<file path="src/hw/rtl/tas_pkg.sv">
// ----------------------------------------------------------------------------
// tas_pkg: shared types and constants for the tilt average and tone block
// sizes, the arctangent table, sequencer states and tone codes
// ----------------------------------------------------------------------------
`default_nettype none

package tas_pkg;

  // window and cordic depth
  localparam int unsigned Window      = 10;
  localparam int unsigned CordicSteps = 16;
  localparam int unsigned AtanEntries = 24;
  localparam int unsigned CordicIters =
      (CordicSteps < AtanEntries) ? CordicSteps : AtanEntries;

  // field widths
  localparam int unsigned AccelW   = 16;
  localparam int unsigned StepW    = 16;
  localparam int unsigned AngleW   = 14;
  localparam int unsigned YawW     = 24;
  localparam int unsigned ToneW    = 8;
  localparam int unsigned RollSumW = 18;
  localparam int unsigned YawSumW  = 28;
  localparam int unsigned CountW   = 4;
  localparam int unsigned ProdW    = AccelW + StepW + 1;

  // square root unit
  localparam int unsigned SqrtInW = 2 * AccelW;
  localparam int unsigned RootW   = AccelW;

  // cordic unit
  localparam int unsigned NumW     = AccelW + 1;
  localparam int unsigned PreShift = 8;
  localparam int unsigned CordW    = 27;
  localparam int unsigned ZW       = 23;
  localparam int unsigned AtanW    = 20;
  localparam int unsigned IdxW     = $clog2(AtanEntries);
  localparam int unsigned AngleMax = 5760;

  // divide by the window length through a reciprocal multiply
  // exact while magnitude times the reciprocal rounding error stays below 2^31
  localparam int unsigned     DivW       = YawSumW;
  localparam int unsigned     RecipW     = 32;
  localparam int unsigned     RecipShift = 31;
  localparam longint unsigned RecipMul   =
      ((64'd1 << RecipShift) + Window - 1) / Window;

  // tone durations
  localparam logic [ToneW-1:0] ToneLong  = ToneW'(200);
  localparam logic [ToneW-1:0] ToneMid   = ToneW'(100);
  localparam logic [ToneW-1:0] ToneShort = ToneW'(50);
  localparam logic [ToneW-1:0] ToneTick  = ToneW'(25);

  typedef enum logic [3:0] {
    SeqIdle,
    SeqLoad,
    SeqSqrtRoll,
    SeqCordRoll,
    SeqSqrtPitch,
    SeqCordPitch,
    SeqAccum,
    SeqDivStart,
    SeqDivWait,
    SeqEmit
  } tas_seq_e;

  typedef enum logic [2:0] {
    SqIdle,
    SqSquareA,
    SqSquareB,
    SqSum,
    SqIter
  } tas_sqrt_e;

  typedef enum logic [1:0] {
    CoIdle,
    CoIter,
    CoRound
  } tas_cordic_e;

  typedef enum logic [1:0] {
    DivRoll,
    DivPitch,
    DivYaw
  } tas_div_sel_e;

  // atan(2^-i) in 2^-14 degree
  function automatic logic [AtanW-1:0] atan_lut(input logic [IdxW-1:0] idx);
    logic [AtanW-1:0] val;
    unique case (idx)
      5'd0:    val = AtanW'(737280);
      5'd1:    val = AtanW'(435242);
      5'd2:    val = AtanW'(229970);
      5'd3:    val = AtanW'(116736);
      5'd4:    val = AtanW'(58595);
      5'd5:    val = AtanW'(29326);
      5'd6:    val = AtanW'(14667);
      5'd7:    val = AtanW'(7334);
      5'd8:    val = AtanW'(3667);
      5'd9:    val = AtanW'(1833);
      5'd10:   val = AtanW'(917);
      5'd11:   val = AtanW'(458);
      5'd12:   val = AtanW'(229);
      5'd13:   val = AtanW'(115);
      5'd14:   val = AtanW'(57);
      5'd15:   val = AtanW'(29);
      5'd16:   val = AtanW'(14);
      5'd17:   val = AtanW'(7);
      5'd18:   val = AtanW'(4);
      5'd19:   val = AtanW'(2);
      5'd20:   val = AtanW'(1);
      default: val = '0;
    endcase
    return val;
  endfunction

endpackage

`default_nettype wire

</file>
<file path="src/hw/rtl/tas_isqrt.sv">
// ----------------------------------------------------------------------------
// tas_isqrt: iterative integer square root of a^2 + b^2
// squares through one multiplier, then one root bit per cycle
// ----------------------------------------------------------------------------
`default_nettype none

module tas_isqrt (
  input  logic                              clk_i,
  input  logic                              rst_ni,
  input  logic                              start_i,
  input  logic signed [tas_pkg::AccelW-1:0] a_i,
  input  logic signed [tas_pkg::AccelW-1:0] b_i,
  output logic                              done_o,
  output logic [tas_pkg::RootW-1:0]         root_o
);
  import tas_pkg::*;

  localparam logic [SqrtInW-1:0] BitStart = SqrtInW'(1) << (SqrtInW - 2);

  tas_sqrt_e state_q, state_d;
  logic      done_q;

  logic signed [AccelW-1:0]    a_q, b_q, sq_op;
  logic signed [SqrtInW-1:0]   sq;
  logic [SqrtInW-1:0]          p_q, v_q, r_q, bit_q;
  logic [SqrtInW:0]            trial;
  logic                        take;

  assign sq_op = (state_q == SqSquareA) ? a_q : b_q;
  assign sq    = sq_op * sq_op;
  assign trial = {1'b0, r_q} + {1'b0, bit_q};
  assign take  = {1'b0, v_q} >= trial;

  always_comb begin
    state_d = state_q;
    unique case (state_q)
      SqIdle:    if (start_i) state_d = SqSquareA;
      SqSquareA: state_d = SqSquareB;
      SqSquareB: state_d = SqSum;
      SqSum:     state_d = SqIter;
      SqIter:    if (bit_q[0]) state_d = SqIdle;
      default:   state_d = SqIdle;
    endcase
  end

  always_ff @(posedge clk_i or negedge rst_ni) begin
    if (!rst_ni) begin
      state_q <= SqIdle;
      done_q  <= 1'b0;
    end else begin
      state_q <= state_d;
      done_q  <= (state_q == SqIter) && bit_q[0];
    end
  end

  always_ff @(posedge clk_i) begin
    unique case (state_q)
      SqIdle: begin
        if (start_i) begin
          a_q <= a_i;
          b_q <= b_i;
        end
      end
      SqSquareA: p_q <= $unsigned(sq);
      SqSquareB: begin
        v_q <= p_q;
        p_q <= $unsigned(sq);
      end
      SqSum: begin
        v_q   <= v_q + p_q;
        r_q   <= '0;
        bit_q <= BitStart;
      end
      SqIter: begin
        if (take) begin
          v_q <= v_q - trial[SqrtInW-1:0];
          r_q <= (r_q >> 1) + bit_q;
        end else begin
          r_q <= r_q >> 1;
        end
        bit_q <= bit_q >> 2;
      end
      default: ;
    endcase
  end

  assign done_o = done_q;
  assign root_o = r_q[RootW-1:0];

endmodule

`default_nettype wire

</file>
<file path="config.mk">
export PLATFORM = sky130hd
export DESIGN_NAME = tas_isqrt
export DESIGN_NICKNAME = d
export VERILOG_FILES = /design/src/hw/rtl/tas_pkg.sv /design/src/hw/rtl/tas_isqrt.sv
export SDC_FILE = /design/constraint.sdc
export NUM_CORES = 1
export LEC_CHECK = 0
export ABC_AREA = 1
export BUFFER_PORTS_ARGS = -buffer_cell sky130_fd_sc_hd__buf_2
export CAP_MARGIN = 20
export CORE_AREA = 2 2 244 222
export DETAILED_ROUTE_END_ITERATION = 16
export DIE_AREA = 0 0 246 224
export GPL_ROUTABILITY_DRIVEN = 0
export PLACE_DENSITY = 0.54
export SLEW_MARGIN = 20
export SYNTH_ARGS = -nofsm -noshare
export SYNTH_HDL_FRONTEND = slang
export SYNTH_SLANG_ARGS = --single-unit
</file>
<file path="constraint.sdc">
create_clock -name clk_i -period 7.4 [get_ports clk_i]
set_clock_uncertainty 0.1 [all_clocks]
set_input_delay 0.37 -clock clk_i [delete_from_list [all_inputs] [get_ports clk_i]]
set_output_delay 0.37 -clock clk_i [all_outputs]
set_load 0.01 [all_outputs]
</file>
==> impl_metrics.ini, run 1 <==
[sta]
setup-tns-final_ns = 0
hold_viol = 0
achievable-frequency_mhz = 142
number_of_failing_setup_endpoints_in_the_final_timing_report = 0
setup_repair_after_global_routing_missed_its_margin = no
max-slew-margin-rel_pct = 26.9
final_period_minus_worst_setup_slack_ns = 7.06
worst_slew_pin_slew_ns = 1.10
layout_worst_path_cycle_share_pct = 95.4
timing.final.max_slew_violations = 0

[synth]
synth_area_leader_cell = fa_1
netlist.area_leader.share_pct = 23.0
synth.yosys.seq_area_share_pct = 21.2
post_synth_num_cell_types = 55
syn_avg_cell_area_um2 = 8.03
synth_top_flop_cell = edfxtp_1
syn_nets = 3041
postSynthCellCount = 2586
synthArstFlopShare_pct = 2.72
syn-cell-area_um2 = 20800
synthTopCellsByArea = fa_1 23%, edfxtp_1 21%, ha_1 11%, inv_1 9.9%, nand2_1 9.2%
postSynthRegisterBits = 147
synth_enable_flop_cells = 143
synth.yosys.warnings = 0

[clock_network]
tritoncts_clock_tree = yes
clk_path_buf_depth = 2
root_buffer = clkbuf_16
htreeDepth = 4
worstSkewPairLatency_ns = 0.47
cts_made_buffers = 17
clk_transition_reported_paths_ns = 0.08
cts.sinks = 147

[worst_setup_path]
cpMaxStageDelayCell = fa_1
worstSetupPathType = reg2reg
maximum_fanout_along_the_worst_path = 33
worst_setup_path_end_kind = flip-flop
cp_required_ns = 7.50
worstSetupStartpointType = flip-flop
crit_arrival_ns = 7.17
critical_path.max_stage_delay_ns = 0.54

[place]
io_buffer_count = 51
detailedPlacementHpwl_mm = 45.5

[floorplanning]
chipHeight_um = 224
initial_core_util_pct = 39.5
ioPinCount = 52
dieArea_um2 = 55100
site_row_count = 80
die_x_um = 246
core_region_area_um2 = 52600

[cells_and_area]
antennaDiodeCount = 0
drive_gt1_share_pct = 6.36
finish.net_count = 3131
flow.area_growth_from_synthesis_pct = 10.1
layout.cells.most_common_list = 548 x inv_1, 506 x nand2_1, 252 x nor2_1
final_common_cell = inv_1

[routing]
post-route-drc-count = 0
vias = 17100
totalWireLength_mm = 55.9
drt-vias-per-instance = 5.05
firstDrtPassIters = 7
detail_route.iter0.violations = 1237
wl_per_cell_um = 16.5
number_of_antenna_violating_nets_in_the_routed_design = 0

[outcome]
run_status = completed

[grt]
vias_in_the_first_global_route = 17900
grt_usage_pct = 21.0
grt_antenna_before_repair = 0
grt_remaining_overflow = 0
grt_pass1_wl_mm = 91.9
maximum_number_of_pins_on_one_net_before_global_route_repair = 48

[worst_hold_path]
class_of_the_tightest_hold_or_removal_check = in2reg

[run]
max_capacitance_violation_count = 0
[per-stage QoR]
| stage | setup slack, ns | cell area [µm²] | hold slack (ns) | util [%] | cells |
|---|---|---|---|---|---|
| 5_1_grt | 0.00761 | 22800 | 0.125 | 43.5 | 3386 |
| 4_1_cts | 0.277 | 22800 | 0.0792 | 43.4 | 3383 |
| 6_report | 0.338 | 22800 | 0.0994 | 43.5 | 3386 |
| 2_1_floorplan | 0.658 | 20800 | -0.0256 | - | 2586 |
| 3_3_place_gp | 0.327 | 21900 | 0.0762 | 41.7 | 3318 |
| 3_5_place_dp | 0.333 | 21900 | 0.0779 | 41.7 | 3318 |
[critical path: cells and delay by family (launching register included)]
kind / cells / cell delay [ns]
simple gates: 4 / 0.89
xor+xnor: 1 / 0.15
fa+ha+maj: 7 / 2.84
flops: 1 / 0.44
compound gates: 6 / 1.25
buf+inv: 8 / 1.08
[cell type report]
type                            count  area [µm²]
Clock buffer                       18         429
Multi-Input combinational cell   1828       14000
Timing Repair Buffer              123         891
Fill cell                        5294       29700
Tap cell                          697         872
Clock inverter                     14         126
Sequential cell                   147        4400
Inverter                          559        2120
[final timing paths]
path | from | endpoint | slack [ns] | cells past startpoint
setup / recovery | state_q[1] | p_q[31] | 0.34 | 26
hold / removal | start_i | state_q[0] | 0.1 | 3
setup reg to reg | state_q[1] | p_q[31] | 0.34 | 26
hold reg to reg | bit_q[0] | state_q[2] | 0.49 | 1
max in group asynchronous | rst_ni | state_q[1] | 6.95 | 2
min in group asynchronous | rst_ni | done_o | 0.12 | 2
[layer usage]
layer | part of all wire, % | up-vias | routed length [µm] | global-route usage [%]
li1 | - | 8326 | - | -
met1 | 45 | 8174 | 25200 | 26.9
met2 | 48 | 499 | 26800 | 36.6
met3 | 4.6 | 100 | 2580 | 2.98
met4 | 2.4 | 0 | 1350 | 6.65
met5 | 0 | - | 0 | 0
[state kept, by name (all words and copies together) (netlist names)]
signal and cells:
p_q 31, done_o 1, state_q 3, b_q 16, r_q 32, a_q 16
v_q 32, bit_q 16
[synthesized netlist by cell type (3+ instances only)]
library cell	number
inv_1	550
nand2_1	508
nor2_1	255
fa_1	238
ha_1	182
edfxtp_1	143
o21ai_0	123
a21oi_1	118
nand3_1	102
xor2_1	78
xnor2_1	45
nand4_1	29
nor3_1	21
clkbuf_1	19
a31oi_1	18
buf_4	17
a21o_1	13
o21bai_1	13
nor4_1	12
o21ai_2	10
buf_2	9
clkinv_1	7
o21ai_1	7
or2_2	6
and2_1	4
buf_1	4
dfrtp_1	4
nor2_2	4
a211oi_1	3
a21boi_0	3
a221oi_1	3
a22oi_1	3
buf_6	3
nand3b_1	3
o211ai_1	3
[cells by family after synthesis]
logic type	share of synthesized area, %
AOI/OAI and AO/OA	9.19
adders and majority gates	33.9
and+or+nand+nor	19.0
buffers and inverters	11.5
xor gates and xnor gates	5.19
DFF	21.2
[what timing repair did]
action                     4_1_cts  5_1_grt
hold endpoints to repair        36        0
hold buffers                    33        0
setup endpoints to repair        0        6
setup buffers                    0        3
resized for setup                0       12
Power of run 1 is left out: the tool's default activity adds up to more than one toggle a clock period on the data nets, which glitch-free logic cannot reach.
==> run 2, diff against run 1 <==
- ABC_AREA: 1 -> 0
- CORE_AREA: 2 2 244 222 -> 2 2 234 213
- DIE_AREA: 0 0 246 224 -> 0 0 236 215
==> run 2 against run 1 <==
Effect of this change:
- worst setup slack got worse by 0.33 ns
- die area fell by 7.9%
- routed wire length fell by 18%
- critical endpoint unchanged
- largest cell class unchanged
==> impl_metrics.ini, run 2 <==
[worst_setup_path]
worst_setup_path_end_kind = flip-flop
worst_r2r_setup_slack_ns = 0.004
crit_path_end = p_q[31]
timing.critical_path.from = state_q[1]
worstReg2RegEnd = p_q[31]
r2r_cells = 26
cp_required_ns = 7.49
worstSetupPathType = reg2reg
timing.rr.start = state_q[1]
worstSetupStartpointType = flip-flop
crit_arrival_ns = 7.49
maximum_fanout_along_the_worst_path = 6

[synth]
post_synth_num_cell_types = 66
synthTopCellsByArea = fa_1 25%, edfxtp_1 22%, ha_1 12%, inv_1 6.7%, nor2_1 3.7%
syn_avg_cell_area_um2 = 9.49
yosys.cell_count.top_type = inv_1
synth_area_leader_cell = fa_1
synth_enable_flop_cells = 143
postSynthCellCount = 2019
synthArstFlopShare_pct = 2.72
syn_nets = 2474
netlist.area_leader.share_pct = 24.9
synth_top_flop_cell = edfxtp_1
syn-cell-area_um2 = 19200
ys_top_cells_by_count = 340 x inv_1, 238 x fa_1, 187 x nor2_1
synth.yosys.warnings = 0
postSynthRegisterBits = 147
synth.yosys.seq_area_share_pct = 22.9

[outcome]
run_status = completed

[routing]
totalWireLength_mm = 45.8
firstDrtPassIters = 5
number_of_antenna_violating_nets_in_the_routed_design = 0
wl_per_cell_um = 16.2
drt-vias-per-instance = 5.13
vias = 14500
detail_route.iter0.violations = 748
post-route-drc-count = 0

[cells_and_area]
filler_cell_count = 4633
layout.cells.most_common_list = 329 x inv_1, 231 x fa_1, 181 x nor2_1
top_regs = r_q (32), v_q (32), p_q (31)
antennaDiodeCount = 0
multi_input_comb_area_um2 = 13500
finish.net_count = 2639
flow.area_growth_from_synthesis_pct = 16.2
ff_latch_area_um2 = 4390
post-route-util_pct = 46.0
drive_gt1_share_pct = 14.1
final_common_cell = inv_1

[floorplanning]
initial_core_util_pct = 39.5
dieArea_um2 = 50700
core_region_area_um2 = 48500
ioPinCount = 52
site_row_count = 77
die_x_um = 236
chipHeight_um = 215

[clock_network]
cts.sinks = 147
tritoncts_clock_tree = yes
htreeDepth = 4
clk_transition_reported_paths_ns = 0.06
clk_path_buf_depth = 2
worstSkewPairLatency_ns = 0.47
root_buffer = clkbuf_16
cts_made_buffers = 17

[worst_hold_path]
class_of_the_tightest_hold_or_removal_check = in2reg

[sta]
achievable-frequency_mhz = 135
final_period_minus_worst_setup_slack_ns = 7.40
number_of_failing_setup_endpoints_in_the_final_timing_report = 0
hold_viol = 0
max-slew-margin-rel_pct = 42.2
worst_slew_pin_slew_ns = 0.867
layout_worst_path_cycle_share_pct = 99.9
timing.final.max_slew_violations = 0
setup_repair_after_global_routing_missed_its_margin = yes

[grt]
grt_antenna_before_repair = 1
grt_remaining_overflow = 0
maximum_number_of_pins_on_one_net_before_global_route_repair = 64
grt_usage_pct = 19.2
vias_in_the_first_global_route = 15400
grt_pass1_wl_mm = 77.3

[place]
io_buffer_count = 51
detailedPlacementHpwl_mm = 36.8

[run]
max_capacitance_violation_count = 0
run 2: changes by cell type after synthesis, moves of 17 or more:
cell	before	now
a211oi_1	3	34
a21o_1	13	49
a21oi_1	118	82
and3_1	0	25
clkbuf_1	19	40
inv_1	550	340
nand2_1	508	175
nand3_1	102	16
nand4_1	29	12
nor2_1	255	187
o21ai_0	123	89
xnor2_1	45	78
xor2_1	78	59
run 2: cells by family after synthesis:
family / count (synthesis) / share of synthesized area, %
AO/OA/AOI/OAI: 355 / 11.8
XOR/XNOR: 137 / 6.26
adder cells (fa/ha/maj): 420 / 36.8
buffers and inverters: 409 / 8.37
flip-flops: 147 / 22.9
multiplexers: 27 / 1.48
AND/OR/NAND/NOR: 524 / 12.4
run 2: final cells by class:
class / count / area share (%)
inverters: 348 / 5.94
well taps: 632 / 3.55
flip-flops and latches: 147 / 19.7
clock buffers: 18 / 1.93
multi-input cells: 1463 / 60.7
repair buffers: 207 / 7.40
clock inverters: 14 / 0.792
run 2: how the worst min path moves through the flow:
| stage | startpoint | to | slack [ns] | cells after the start |
|---|---|---|---|---|
| 6_report | start_i | state_q[0] | 0.08 | 3 |
| 5_1_grt | start_i | state_q[0] | 0.07 | 3 |
| 4_1_cts | start_i | state_q[0] | 0.03 | 3 |
| 3_5_place_dp | rst_ni | done_o | 0.11 | 1 |
| 3_3_place_gp | rst_ni | done_o | 0.10 | 1 |
| 2_1_floorplan | rst_ni | done_o | -0.03 | 0 |
run 2: critical path, stage by stage, from the launching register on:
cell and delay, ns:
dfrtp_1 0.41, nor3b_4 0.21, buf_6 0.15, buf_12 0.14, buf_12 0.12, mux2i_4 0.36, buf_6 0.17, nor2_4 0.05
fa_1 0.55, inv_2 0.04, fa_2 0.56, inv_2 0.04, fa_1 0.54, fa_1 0.43, fa_1 0.48, inv_1 0.05
fa_1 0.49, inv_2 0.05, ha_4 0.21, and3_4 0.16, a221oi_4 0.26, nor2b_1 0.09, a211o_1 0.28, a31o_4 0.27
a221oi_4 0.32, mux2i_1 0.11, or4b_1 0.48
run 2: what timing repair did:
action / 4_1_cts / 5_1_grt
pin swaps: 6 / 32
endpoints found under the hold margin: 36 / 0
endpoints found under the setup margin: 1 / 2
setup buffers: 8 / 1
cloned: 1 / 0
resized for setup: 15 / 46
hold buffers: 33 / 0
run 2: through the flow:
step	setup TNS, ns	instance area, µm²	cells	hold slack [ns]	worst slack, ns
floorplan	0	19400	2019	-0.0256	0.0116
global placement	-0.0260	21000	2754	0.101	-0.0260
detailed placement	-0.140	21000	2754	0.107	-0.140
CTS	0	22100	2828	0.0339	0.00932
global route	-0.299	22300	2829	0.0684	-0.217
finish	0	22300	2829	0.0756	0.00391
run 2: metal layers:
metal	global-route usage (%)	vias to the layer above	part of all wire, %
met2	33.0	222	49
li1	-	7037	-
met4	4.63	0	1.4
met5	0	-	0
met3	3.55	41	3.7
met1	25.2	7214	46
Power of run 2 is left out for the same reason.
